**config.mk**
```make
export PLATFORM = sky130hd
export DESIGN_NAME = ddt_front
export DESIGN_NICKNAME = d
export VERILOG_FILES = /design/src/sv/ddt_pkg.sv /design/src/sv/ddt_front.sv
export SDC_FILE = /design/constraint.sdc
export NUM_CORES = 1
export LEC_CHECK = 0
export BUFFER_PORTS_ARGS = -buffer_cell sky130_fd_sc_hd__buf_2
export CORE_MARGIN = 8
export CORE_UTILIZATION = 25
export CTS_CLUSTER_DIAMETER = 120
export DETAILED_ROUTE_END_ITERATION = 16
export GPL_ROUTABILITY_DRIVEN = 0
export PLACE_DENSITY_LB_ADDON = 0.05
export REMOVE_ABC_BUFFERS = 1
export SETUP_SLACK_MARGIN = 0.02
export SLEW_MARGIN = 5
export SYNTH_ARGS = -nofsm -noshare
export SYNTH_HDL_FRONTEND = slang
export SYNTH_SLANG_ARGS = --single-unit
```
**constraint.sdc**
```tcl
create_clock -name clk -period 21 [get_ports clk]
set_input_delay 3.15 -clock clk [delete_from_list [all_inputs] [get_ports clk]]
set_output_delay 3.15 -clock clk [all_outputs]
set_load 0.02 [all_outputs]
```
**src/sv/ddt_pkg.sv**
```systemverilog
`default_nettype none
// ----------------------------------------------------------------------------
// ddt_pkg
// Shared types and status codes for the digest deduplication table.
// ----------------------------------------------------------------------------
package ddt_pkg;

  localparam logic [1:0] ST_NEW  = 2'd0;
  localparam logic [1:0] ST_DUP  = 2'd1;
  localparam logic [1:0] ST_FULL = 2'd2;

  typedef struct packed {
    logic [63:0] digest_a;
    logic [63:0] digest_b;
    logic [31:0] digest_c;
    logic [63:0] size;
    logic [63:0] offset;
  } entry_t;

endpackage
`default_nettype wire

```
**src/sv/ddt_front.sv**
```systemverilog
`default_nettype none
// ----------------------------------------------------------------------------
// ddt_front
// Takes requests and folds the key into a small partial residue on entry.
// Holds them in a two-entry queue and finishes the reduction to a bucket
// number at the queue head for the table engine.
// ----------------------------------------------------------------------------
module ddt_front #(
  parameter int NUM_BUCKETS = 1024,
  localparam int BW = (NUM_BUCKETS > 1) ? $clog2(NUM_BUCKETS) : 1
) (
  input  wire logic           clk,
  input  wire logic           rst,
  input  wire logic           push,
  input  wire logic [63:0]    hash_key,
  input  wire ddt_pkg::entry_t push_entry,
  output logic                full,
  output logic                q_valid,
  output logic [BW-1:0]       q_bucket,
  output ddt_pkg::entry_t     q_entry,
  input  wire logic           pop
);

  localparam int SW = 20;
  localparam logic [SW-1:0] FOLD1 = SW'(NUM_BUCKETS);
  localparam logic [SW-1:0] FOLD2 = SW'(2 * NUM_BUCKETS);
  localparam logic [SW-1:0] FOLD4 = SW'(4 * NUM_BUCKETS);

  // Weight of key byte j modulo the bucket count, that is 256^j mod N.
  function automatic logic [63:0] byte_weight(input int j);
    logic [63:0] p;
    p = 64'd1 % 64'(NUM_BUCKETS);
    for (int i = 0; i < j; i++) p = (p * 64'd256) % 64'(NUM_BUCKETS);
    return p;
  endfunction

  logic [BW-1:0]   byte_res [8][256];
  logic [SW-1:0]   part [8];
  logic [SW-1:0]   key_sum;
  logic [SW-1:0]   red;
  logic [SW-1:0]   sum [2];
  ddt_pkg::entry_t ent [2];
  logic            rd_ptr;
  logic            wr_ptr;
  logic [1:0]      count;

  // Each key byte maps through a constant table to its residue; the sum of
  // the eight residues stays below eight times the bucket count.
  for (genvar j = 0; j < 8; j++) begin : g_byte
    for (genvar b = 0; b < 256; b++) begin : g_val
      localparam logic [BW-1:0] RES =
        BW'((64'(b) * byte_weight(j)) % 64'(NUM_BUCKETS));
      assign byte_res[j][b] = RES;
    end
  end

  always_comb begin
    for (int j = 0; j < 8; j++) part[j] = SW'(byte_res[j][hash_key[8*j +: 8]]);
    key_sum = ((part[0] + part[1]) + (part[2] + part[3])) +
              ((part[4] + part[5]) + (part[6] + part[7]));
  end

  always_comb begin
    red = sum[rd_ptr];
    if (red >= FOLD4) red = red - FOLD4;
    if (red >= FOLD2) red = red - FOLD2;
    if (red >= FOLD1) red = red - FOLD1;
  end

  assign full     = (count == 2'd2);
  assign q_valid  = (count != 2'd0);
  assign q_bucket = red[BW-1:0];
  assign q_entry  = ent[rd_ptr];

  always_ff @(posedge clk) begin
    if (push) begin
      sum[wr_ptr] <= key_sum;
      ent[wr_ptr] <= push_entry;
    end
  end

  always_ff @(posedge clk) begin
    if (rst) begin
      rd_ptr <= 1'b0;
      wr_ptr <= 1'b0;
      count  <= 2'd0;
    end else begin
      if (push) wr_ptr <= ~wr_ptr;
      if (pop) rd_ptr <= ~rd_ptr;
      count <= count + 2'(push) - 2'(pop);
    end
  end

endmodule
`default_nettype wire

```
## After elaboration in Yosys (flattened, before gate mapping)

Memories as Yosys holds them, arrays and structs flattened. A register that Yosys moved wholly into a read port is not among the register bits.
Index checks and enable logic that the tools add are counted.

| operators by class | value |
|---|---|
| reductions and logical operators | 1 |
| order comparisons | 11 |
| bitwise logic cells | 10 |
| eq/ne operators | 1 |
| add/subtract/negate cells | 12 |
| multiplexer cells | 25 |

Operators with widths:

| kind | number |
|---|---|
| 10-bit two-way mux | 17 |
| 9-bit >= comparator (second input constant) | 8 |
| 8-bit inverter with 9-bit output | 8 |
| 10-bit by 10-bit adder with 11-bit output | 4 |
| 20-bit two-way mux | 2 |
| 11-bit by 11-bit adder with 12-bit output | 2 |
| 20-bit by 11-bit >= comparator with 1-bit output (second input constant) | 1 |
| 20-bit by 12-bit >= comparator with 1-bit output (second input constant) | 1 |
| 20-bit by 13-bit >= comparator with 1-bit output (second input constant) | 1 |
| 20-bit by 12-bit subtractor with 20-bit output (second input constant) | 1 |
| 20-bit by 13-bit subtractor with 20-bit output (second input constant) | 1 |
| 12-bit by 12-bit adder with 13-bit output | 1 |
| 10-bit by 1-bit subtractor with 10-bit output (second input constant) | 1 |
| 1-bit two-way mux | 6 |
| 2-bit by 1-bit adder with 2-bit output | 1 |
| 2-bit == test (second input constant) | 1 |
| 1-bit inverter | 2 |
| 2-bit nonzero test | 1 |
| 2-bit by 1-bit subtractor with 2-bit output | 1 |

| word-level totals | value |
|---|---|
| memory bits (read-only) | 20480 |
| output and inout bits | 300 |
| bits in registers | 4 |
| RAM bits | 602 |
| memories kept | 10 |
| logic and storage cells | 73 |

Memory list:

| name | words | bits a word | read ports | clocked after Yosys merged registers in | write ports | line | source |
|---|---|---|---|---|---|---|---|
| (no name shown) | 256 | 10 | 1 | 0 | 0 | ddt_front.sv:58 | `for (int j = 0; j < 8; j++) part[j] = SW'(byte_res[j][hash_key[8*j +: 8]]);` |
| (no name shown) | 256 | 10 | 1 | 0 | 0 | ddt_front.sv:58 |  |
| (no name shown) | 256 | 10 | 1 | 0 | 0 | ddt_front.sv:58 |  |
| (no name shown) | 256 | 10 | 1 | 0 | 0 | ddt_front.sv:58 |  |
| (no name shown) | 256 | 10 | 1 | 0 | 0 | ddt_front.sv:58 |  |
| (no name shown) | 256 | 10 | 1 | 0 | 0 | ddt_front.sv:58 |  |
| 4 more memories | n/a | n/a | n/a | n/a | n/a | n/a |  |

## Depth between registers and ports, before layout

Gate-level depths: netlist of the first run.

| depth | value |
|---|---|
| depth in word-level cells | 7 |
| gate-level depth with buffers | 6 |
| mapped depth without buffers | 6 |

## Worst setup path after synthesis of the first run

Ideal clock, no wire load.

| path | value |
|---|---|
| kind | input-to-reg |
| start point | input push |
| end point | memory ent[0][0] in the netlist's numbering, enable pin |
| slack | 4.041 ns |
| arrival time | 15.960 ns |
| path buffers | 0 |
| library setup time | 0.999 ns |
| required time | 20.001 ns |
| stages | 1 |
| path through | nor2b_1 |

| between the ends | value |
|---|---|
| word-level cells in the longest chain between the ends | 2 |

Ends and longest elaborated chain:

| item | line | source |
|---|---|---|
| start, declared | ddt_front.sv:14 | `input wire logic push,` |
| 1-bit two-way mux | ddt_front.sv:76 | `if (push) begin` |
| 1-bit two-way mux (not written as such) | ddt_front.sv:78 | `ent[wr_ptr] <= push_entry;` |
| end, declared | ddt_front.sv:42 | `ddt_pkg::entry_t ent [2];` |

No other way between the ends.

==> run_results.csv, run 1 <==
group,metric,value,unit
outcome,status,"complete, no violations",
cts,path_clk_slew,0.06,ns
critical_path,r2r_slack,17.88,ns
min_path,min_path_type,"reg2reg",
yosys,syn_inst,948,
global_route,gr-usage-met2,0.213,
floorplan,core,89700,sq um
global_route,grt_pass1_vias,12100,
critical_path,cp_data_arrival_time,4.55,ns
yosys,ys_ff_latch,601,
global_route,grt_max_degree,146,
yosys,yosysSeqAreaShare,0.798,
critical_path,cp-end-kind,"output port",
floorplan,die_h,316,microns
yosys,yosysWarnings,0,
sta,period_minus_slack,7.70,ns
sta,slew_headroom,0.203,
placement,port_buffers,601,
floorplan,chipWidth,316,microns
floorplan,rows,110,
cts,postCtsHoldBufs,0,
min_path,hold_path_depth,2,
sta,finClkSkew,0.0129,ns
power,clock_power_share,0.393,
critical_path,crit_fanout,48,
sta,slew_violations,0,
power,seqPwrFrac,0.478,
final_layout,final_cell_mix,"buf_2, edfxtp_1, mux2_4",
cts,cts_tree,"done",
yosys,yosysUniqueCellTypes,14,
power,swShare,0.246,
sta,setup_tns,0,ns
final_layout,final_area,29100,sq um
critical_path,regToRegStartpoint,"wr_ptr$_SDFFE_PP0P_",
sta,timing.final.crit_share,0.367,
sta,timing.hold.ws,0.519,ns
cts,htreeDepth,3,
cts,clock_latency,0.60,ns
cts,cts_made_buffers,75,
critical_path,startpoint_type,"register",
sta,rsz0062_at_grt,"false",
route,wirelength,61.6,mm
cts,clock-sinks,601,
yosys,syn_area_per_cell,23.8,sq um
placement,hpwlAfterDp,41.6,mm
global_route,grt_pass1_wl,85.1,mm
route,drc,0,
yosys,synth_area,22600,sq um
power,pwr-share-comb,0.129,
sta,tightestPinTransition,1.19,ns
global_route,grtUsageMet1,0.116,
floorplan,ios,656,
sta,fmax,130,MHz
route,drt_pass1_iterations,4,
power,power.internal,2.24,mW
global_route,gr-total-overflow,0,
route,vias,11300,
power,p_switching,731,uW
cts,cts-resized-gates,0,
final_layout,final_common_cell,"buf_2",
min_path,hold_start,"rd_ptr$_SDFFE_PP0P_",
cts,cts_setup_buffers,0,
final_layout,area_delta_synth_final,29.0,%
global_route,top_usage_layer,"met2",
floorplan,start_util,0.251,
cts,cts.path.max_buffers,3,
cts,root_buffer,"clkbuf_16",
global_route,antenna_found_initial,37,
route,antenna_left,0,
critical_path,r2r_cells,3,
route,via_per_inst,3.97,
job,maxCapViolations,0,
power,power.density,102,nW/um^2
critical_path,crit-reg2reg-capture,"ent[1][57]$_DFFE_PP_",
route,dr.first_iter.drc_count,517,
critical_path,critical_path_class,"reg2out",
power,p_leak,11.1,nW
route,wire_per_inst,21.6,microns
floorplan,die_area,100000,sq um
sta,finalHoldViolCount,0,
sta,setup_viol,0,
global_route,grt_usage,0.118,
critical_path,cp.required,17.85,ns
final_layout,utilization,0.324,
power,power,2.98,mW
final_layout,finish.net_count,1960,
power,ir_drop,0.0495,mV
final_layout,drive_above_1_share,0.607,
placement,dpl_cell_area,26800,sq um
global_route,use_met3,0.0573,
-- state kept, by name, indices dropped and copies added (netlist names), named ones only --
register and count:
ent 576, sum 20, rd_ptr 1, count 2, wr_ptr 1
-- layout make-up --
type	instances	area, sq um
inverters	2	7.51
flip-flops and latches	601	18000
clock buffers	93	1990
clock inverters	41	245
diodes	14	35.0
well taps	1176	1470
fillers	8849	60600
repair buffers	610	3130
multi-input cells	312	4230
-- layer usage --
layer,part of all wire,vias to the layer above
li1,-,5150
met1,0.34,5567
met2,0.52,413
met3,0.11,141
met4,0.028,26
met5,0.0025,-
-- cells in the mapped netlist, drive strengths merged --
cell    number  share of area
and2         1        0.00028
buf         33          0.015
dfxtp        5         0.0044
edfxtp     596           0.79
ha           2         0.0011
inv          2        0.00033
mux2       298           0.18
nor2         4        0.00067
nor2b        3        0.00083
or2          1        0.00028
xnor2        2        0.00078
xnor3        1         0.0010
-- through the flow --
step / instances / setup slack [ns]
2_1_floorplan: 915 / 4.04
3_3_place_gp: 2701 / 13.69
3_5_place_dp: 2701 / 13.70
4_1_cts: 2835 / 13.03
5_1_grt: 2836 / 12.91
6_report: 2849 / 13.30
-- worst max-delay path by stage --
| stage | start | endpoint | slack, ns | cells after the start |
|---|---|---|---|---|
| final | register | q_entry[286] | 13.30 | 5 |
| after CTS | register | q_entry[286] | 13.03 | 5 |
| after detailed placement | register | q_entry[286] | 13.70 | 5 |
| after global routing | register | q_entry[286] | 12.91 | 5 |
| after floorplan | push | ent[0][0]$_DFFE_PP_ | 4.04 | 1 |
| after global placement | register | q_entry[286] | 13.69 | 5 |
-- worst max-delay path: stages, from the launching register on --
cell	delay [ns]
dfxtp_4	0.81
buf_4	0.75
buf_4	0.83
buf_4	0.82
mux2_2	0.43
buf_2	0.16
-- kinds of logic (layout without fill, tap and decap cells) --
group,count (synthesis),after routing,synth area share
and+or+nand+nor,9,9,0.00205
adders and majority gates,2,2,0.00111
other,0,14,0
DFF,601,601,0.798
muxes,298,298,0.182
buffers and inverters,35,746,0.0149
xor gates and xnor gates,3,3,0.00178
-- power groups by stage --
stage	registers [mW]	logic, mW	clock network [mW]
after floorplan	1.49	0.277	0
after global placement	1.45	0.398	0
after detailed placement	1.45	0.399	0
after CTS	1.42	0.400	1.23
after global routing	1.43	0.413	1.27
final	1.42	0.385	1.17
Power figures use the tool's default switching activity.
==> run 2, diff against run 1 <==
--- a/config.mk
+++ b/config.mk
@@ -5,6 +5,7 @@
 export SDC_FILE = /design/constraint.sdc
 export NUM_CORES = 1
 export LEC_CHECK = 0
+export ABC_AREA = 1
 export BUFFER_PORTS_ARGS = -buffer_cell sky130_fd_sc_hd__buf_2
 export CORE_MARGIN = 8
 export CORE_UTILIZATION = 25
==> constraint.sdc (replaced) <==
create_clock -name clk -period 6.5 [get_ports clk]
set_input_delay 0.975 -clock clk [delete_from_list [all_inputs] [get_ports clk]]
set_output_delay 0.975 -clock clk [all_outputs]
set_load 0.02 [all_outputs]
==> run 2 against run 1 <==
  * Count of clock-buffer cells in the layout is the same
  * Flip-flop and latch count stayed put
  * Via count shrank 0.16%
  * Routed wire length is 0.75% lower
  * Power grew to 3.2 times the previous value
  * Critical path depth down 2
  * Worst setup slack got worse by 10 ns
==> run_results.csv, run 2 <==
group,metric,value,unit
floorplan,rows,110,
final_layout,largestRegisters,"ent (576), sum (20), count (2)",
sta,timing.hold.ws,0.516,ns
yosys,synth_top_family_by_area,"multiplexers",
power,ir_drop,0.194,mV
yosys,synth_edf_count,596,
power,seqPwrFrac,0.471,
outcome,status,"complete, no violations",
power,swShare,0.245,
power,pwr-share-comb,0.121,
yosys,syn_inst,958,
route,via_per_inst,3.94,
sta,finClkSkew,0.0345,ns
sta,slew_headroom,0.254,
yosys,syn_area_per_cell,23.5,sq um
placement,port_buffers,601,
route,wirelength,61.2,mm
global_route,gr-total-overflow,0,
critical_path,cp-end-kind,"output port",
critical_path,cp_cell_sequence,"buf_12, mux2_2, buf_2",
final_layout,utilization,0.326,
yosys,synth_xor_area_frac,0.000388,
yosys,synth_compound_area_frac,0.000222,
cts,cts_tree,"done",
route,vias,11300,
yosys,synth_top_area_cell,"edfxtp_1",
yosys,yosys.area_share.simple,0.00244,
yosys,yosysUniqueCellTypes,14,
critical_path,cp.required,5.52,ns
yosys,ys_ff_latch,601,
cts,root_buffer,"clkbuf_16",
route,antenna_left,0,
yosys,yosysSeqAreaShare,0.798,
cts,path_clk_slew,0.05,ns
critical_path,regToRegStartpoint,"wr_ptr$_SDFFE_PP0P_",
floorplan,die_area,100000,sq um
cts,cts_made_buffers,75,
final_layout,seq_area,18000,sq um
yosys,synth.most_common_cell,"edfxtp_1",
critical_path,cp_top_family,"buffers and inverters",
global_route,antenna_found_initial,41,
sta,setup_tns,0,ns
floorplan,start_util,0.251,
floorplan,die_h,316,microns
final_layout,largest_register_ffs,576,
sta,fmax,276,MHz
cts,clock-sinks,601,
min_path,min_path_type,"reg2reg",
yosys,synthTopCellsByArea,"edfxtp_1, mux2_4, mux2_2",
cts,clock_latency,0.60,ns
cts,htreeDepth,3,
floorplan,chipWidth,316,microns
floorplan,core,89700,sq um
yosys,synthArstFlopShare,0,
yosys,synth_adder_area_share,0.00111,
critical_path,path_buf_inv,2,
yosys,synth_ff_type,"edfxtp_1",
power,p_switching,2.36,mW
yosys,synth_area,22600,sq um
final_layout,multi_input_area,4210,sq um
critical_path,critPathMaxStageDelay,0.66,ns
sta,period_minus_slack,3.62,ns
yosys,yosysWarnings,0,
critical_path,critical_path_class,"reg2out",
final_layout,area_delta_synth_final,29.7,%
placement,hpwlAfterDp,41.3,mm
sta,finalHoldViolCount,0,
final_layout,finish.net_count,1972,
final_layout,final_cell_mix,"buf_2, edfxtp_1, mux2_4",
cts,cts_setup_buffers,0,
cts,cts-resized-gates,0,
power,clock_power_share,0.408,
critical_path,r2r_cells,3,
critical_path,crit-reg2reg-capture,"ent[1][201]$_DFFE_PP_",
yosys,synthMuxAreaShare,0.182,
final_layout,drive_above_1_share,0.605,
critical_path,crit_fanout,99,
power,power.internal,7.29,mW
yosys,synth_top_cell_area_share,0.793,
cts,postCtsHoldBufs,0,
yosys,synth_commonest_cells,"edfxtp_1, mux2_4, mux2_2, buf_6, inv_1",
final_layout,largest-register,"ent",
placement,dp_cells,2713,
critical_path,startpoint_type,"register",
critical_path,crit_end,"q_entry[17]",
sta,timing.final.crit_share,0.556,
route,drt_pass1_iterations,4,
floorplan,ios,656,
global_route,grt_pass1_wl,84.3,mm
final_layout,final_common_cell,"buf_2",
global_route,grt_usage,0.116,
critical_path,cp_data_arrival_time,2.64,ns
route,dr.first_iter.drc_count,471,
sta,setup_viol,0,
power,p_leak,11.2,nW
route,wire_per_inst,21.4,microns
critical_path,r2r_slack,4.19,ns
route,drc,0,
final_layout,instances_no_fill,2865,
global_route,grt_max_degree,164,
final_layout,nFillCells,8871,
sta,rsz0062_at_grt,"false",
critical_path,slowest_stage,"dfxtp_4",
power,power.density,330,nW/um^2
global_route,grt_pass1_vias,12000,
job,maxCapViolations,0,
critical_path,path_depth,3,
cts,cts.path.max_buffers,3,
sta,tightestPinTransition,1.12,ns
sta,slew_violations,0,
[run 2: cell count changes after synthesis, sizes merged]
cell	change
or2	-1
inv	+6
nor2	+3
and2	-1
nor2b	-3
xnor2	-1
nand2	+5
nor3	+1
xnor3	-1
nand3	+1
a21oi	+1
[run 2: cell families (layout without fill, tap and decap cells)]
group | count (synthesis) | count (layout)
AO/OA/AOI/OAI | 1 | 1
XOR/XNOR | 1 | 1
adder cells (fa/ha/maj) | 2 | 2
buffers and inverters | 41 | 756
flip-flops | 601 | 601
multiplexers | 298 | 298
other | 0 | 16
AND/OR/NAND/NOR | 14 | 14
[run 2: metrics by stage]
step           power, mW  worst slack (ns)  area, sq um
2_1_floorplan       5.60             -7.93        22200
3_3_place_gp        5.83              3.31        26900
3_5_place_dp        5.84              3.33        26900
4_1_cts             9.88              2.76        29200
5_1_grt             10.1              2.73        29200
6_report            9.65              2.88        29300
[run 2: worst min path at each step]
stage	from	slack (ns)	depth (start not counted)	to
floorplan	rd_ptr$_SDFFE_PP0P_	0.48	2	register
global placement	rd_ptr$_SDFFE_PP0P_	0.50	2	rd_ptr$_SDFFE_PP0P_
detailed placement	rd_ptr$_SDFFE_PP0P_	0.51	2	rd_ptr$_SDFFE_PP0P_
CTS	push_entry[249]	0.49	1	ent[1][249]$_DFFE_PP_
global route	push_entry[179]	0.51	1	ent[1][179]$_DFFE_PP_
finish	rd_ptr$_SDFFE_PP0P_	0.52	2	rd_ptr$_SDFFE_PP0P_
[run 2: power by group through the flow]
stage / combinational (mW) / clock, mW / sequential, mW
6_report: 1.17 / 3.93 / 4.55
5_1_grt: 1.25 / 4.24 / 4.57
4_1_cts: 1.21 / 4.12 / 4.55
3_5_place_dp: 1.21 / 0 / 4.63
3_3_place_gp: 1.21 / 0 / 4.62
2_1_floorplan: 0.845 / 0 / 4.75
[run 2: per-layer routing]
metal | global-route usage | part of all wire | wire length [microns] | vias up
li1 | - | - | - | 5171
met1 | 0.111 | 0.34 | 20600 | 5546
met2 | 0.214 | 0.53 | 32200 | 397
met3 | 0.0605 | 0.11 | 6640 | 135
met4 | 0.0370 | 0.025 | 1530 | 30
met5 | 0 | 0.0032 | 197 | -
[run 2: area by class of cell]
type / instances / area share
multi-input combinational: 316 / 0.144
clock buffer: 93 / 0.0679
timing repair buffer: 612 / 0.107
inverter: 8 / 0.00128
tap: 1176 / 0.0503
antenna: 16 / 0.00137
clock inverter: 43 / 0.0124
sequential: 601 / 0.615
[run 2: worst reg2reg max path, delay by kind of cell (launching register included)]
kind / cells / cell delay [ns]
buffers and inverters: 2 / 1.33
flip-flops: 1 / 0.39
AND/OR/NAND/NOR: 1 / 0.16
==> run 3, diff against run 2 <==
==> constraint.sdc (replaced) <==
create_clock -name clk -period 3.66 [get_ports clk]
set_input_delay 0.549 -clock clk [delete_from_list [all_inputs] [get_ports clk]]
set_output_delay 0.549 -clock clk [all_outputs]
set_load 0.02 [all_outputs]
==> run 3 against run 2 <==
  * Worst setup slack got worse by 2.2 ns
  * Clock skew fell by 0.018 ns
  * Die area did not move
  * Largest power group unchanged
==> run_results.csv, run 3 (same netlist as run 2, synthesis figures left out) <==
group,metric,value,unit
outcome,status,"complete, no violations",
sta,period_minus_slack,3.02,ns
final_layout,multi_input_area,4210,sq um
sta,setup_viol,0,
power,swShare,0.239,
critical_path,cp_data_arrival_time,2.47,ns
floorplan,start_util,0.251,
global_route,antenna_found_initial,40,
route,via_per_inst,3.96,
sta,setup_tns,0,ns
floorplan,die_h,316,microns
power,seqPwrFrac,0.469,
global_route,gr-total-overflow,0,
cts,path_clk_slew,0.06,ns
power,power.density,583,nW/um^2
cts,cts_tree,"done",
critical_path,critical_path_class,"reg2out",
critical_path,cp.required,3.11,ns
route,wire_per_inst,21.6,microns
global_route,grt_usage,0.118,
final_layout,finish.net_count,1992,
global_route,grt_max_degree,93,
cts,cts-resized-gates,0,
route,dr.first_iter.drc_count,381,
final_layout,final_common_cell,"buf_2",
final_layout,final_cell_mix,"buf_2, edfxtp_1, mux2_4",
cts,clock-sinks,601,
floorplan,ios,656,
sta,rsz0062_at_grt,"false",
cts,cts.path.max_buffers,3,
placement,dpl_cell_area,27200,sq um
floorplan,chipWidth,316,microns
power,p_switching,4.11,mW
floorplan,die_area,100000,sq um
cts,postCtsHoldBufs,0,
power,p_leak,11.3,nW
placement,port_buffers,601,
sta,slew_violations,0,
route,vias,11400,
final_layout,nFillCells,8810,
route,drt_pass1_iterations,6,
min_path,min_path_type,"in2reg",
final_layout,area_delta_synth_final,31.0,%
sta,finClkSkew,0.0161,ns
route,drc,0,
critical_path,cp-end-kind,"output port",
critical_path,r2r_slack,1.78,ns
power,clock_power_share,0.407,
cts,clock_latency,0.60,ns
final_layout,seq_area,18000,sq um
cts,htreeDepth,3,
sta,fmax,331,MHz
global_route,grt_pass1_wl,85.2,mm
cts,cts_setup_buffers,0,
final_layout,final_area,29500,sq um
cts,cts_made_buffers,74,
floorplan,core,89700,sq um
global_route,grt_pass1_vias,12500,
route,antenna_left,0,
sta,finalHoldViolCount,0,
critical_path,startpoint_type,"register",
floorplan,rows,110,
sta,timing.hold.ws,0.132,ns
route,wirelength,62.2,mm
cts,root_buffer,"clkbuf_16",
sta,tightestPinTransition,0.792,ns
sta,slew_headroom,0.472,
final_layout,drive_above_1_share,0.611,
power,power.internal,13.1,mW
sta,timing.final.crit_share,0.826,
final_layout,largest_register_ffs,576,
critical_path,crit_fanout,33,
job,maxCapViolations,0,
placement,hpwlAfterDp,44.1,mm
final_layout,largestRegisters,"ent (576), sum (20), count (2)",
power,pwr-share-comb,0.124,
final_layout,largest-register,"ent",
power,ir_drop,0.318,mV
[run 3: cell types whose count changed in the layout (fill, tap and decap cells not counted), moves of 3 or more]
cell / delta
buf_12: +13
clkinv_2: -3
buf_4: +8
clkinv_1: -6
bufinv_16: +3
[run 3: area by class of cell]
class | count | share of cell area
Multi-Input combinational cell | 316 | 0.143
Tap cell | 1176 | 0.0498
Timing Repair Buffer | 633 | 0.117
Clock buffer | 94 | 0.0666
Clock inverter | 35 | 0.0120
Antenna cell | 17 | 0.00144
Inverter | 8 | 0.00127
Sequential cell | 601 | 0.609
[run 3: per-layer routing]
layer,GRT usage,wire length (microns),vias up
li1,-,-,5212
met1,0.114,20900,5633
met2,0.215,32900,409
met3,0.0569,6440,138
met4,0.0443,1790,24
met5,0,150,-
[run 3: power by group through the flow]
stage               Clock [mW]  Sequential [mW]  Combinational, mW
floorplan                    0             8.44               1.50
global placement             0             8.20               2.20
detailed placement           0             8.22               2.21
CTS                       7.34             8.08               2.21
global route              7.56             8.10               2.28
finish                    7.01             8.07               2.13
[run 3: worst max-delay path, stage by stage, from the launching register on]
cell     delay, ns
dfxtp_4       0.69
buf_12        0.34
buf_12        0.28
mux2_2        0.36
buf_2         0.16
[run 3: worst paths after layout]
| kind | endpoint | cells after the start | startpoint |
|---|---|---|---|
| worst min-delay path | ent[0][178]$_DFFE_PP_ | 1 | push_entry[178] |
| worst min register to register | register | 2 | rd_ptr$_SDFFE_PP0P_ |
| worst max-delay path | q_entry[19] | 4 | register |
| worst max register to register | ent[1][144]$_DFFE_PP_ | 3 | wr_ptr$_SDFFE_PP0P_ |
[run 3: through the flow]
step / util / instances / total power, mW / worst slack (ns)
2_1_floorplan: - / 925 / 9.95 / -10.35
3_3_place_gp: 0.303 / 2734 / 10.4 / 1.18
3_5_place_dp: 0.303 / 2734 / 10.4 / 1.15
4_1_cts: 0.329 / 2863 / 17.6 / 0.468
5_1_grt: 0.329 / 2866 / 17.9 / 0.474
6_report: 0.329 / 2880 / 17.2 / 0.637
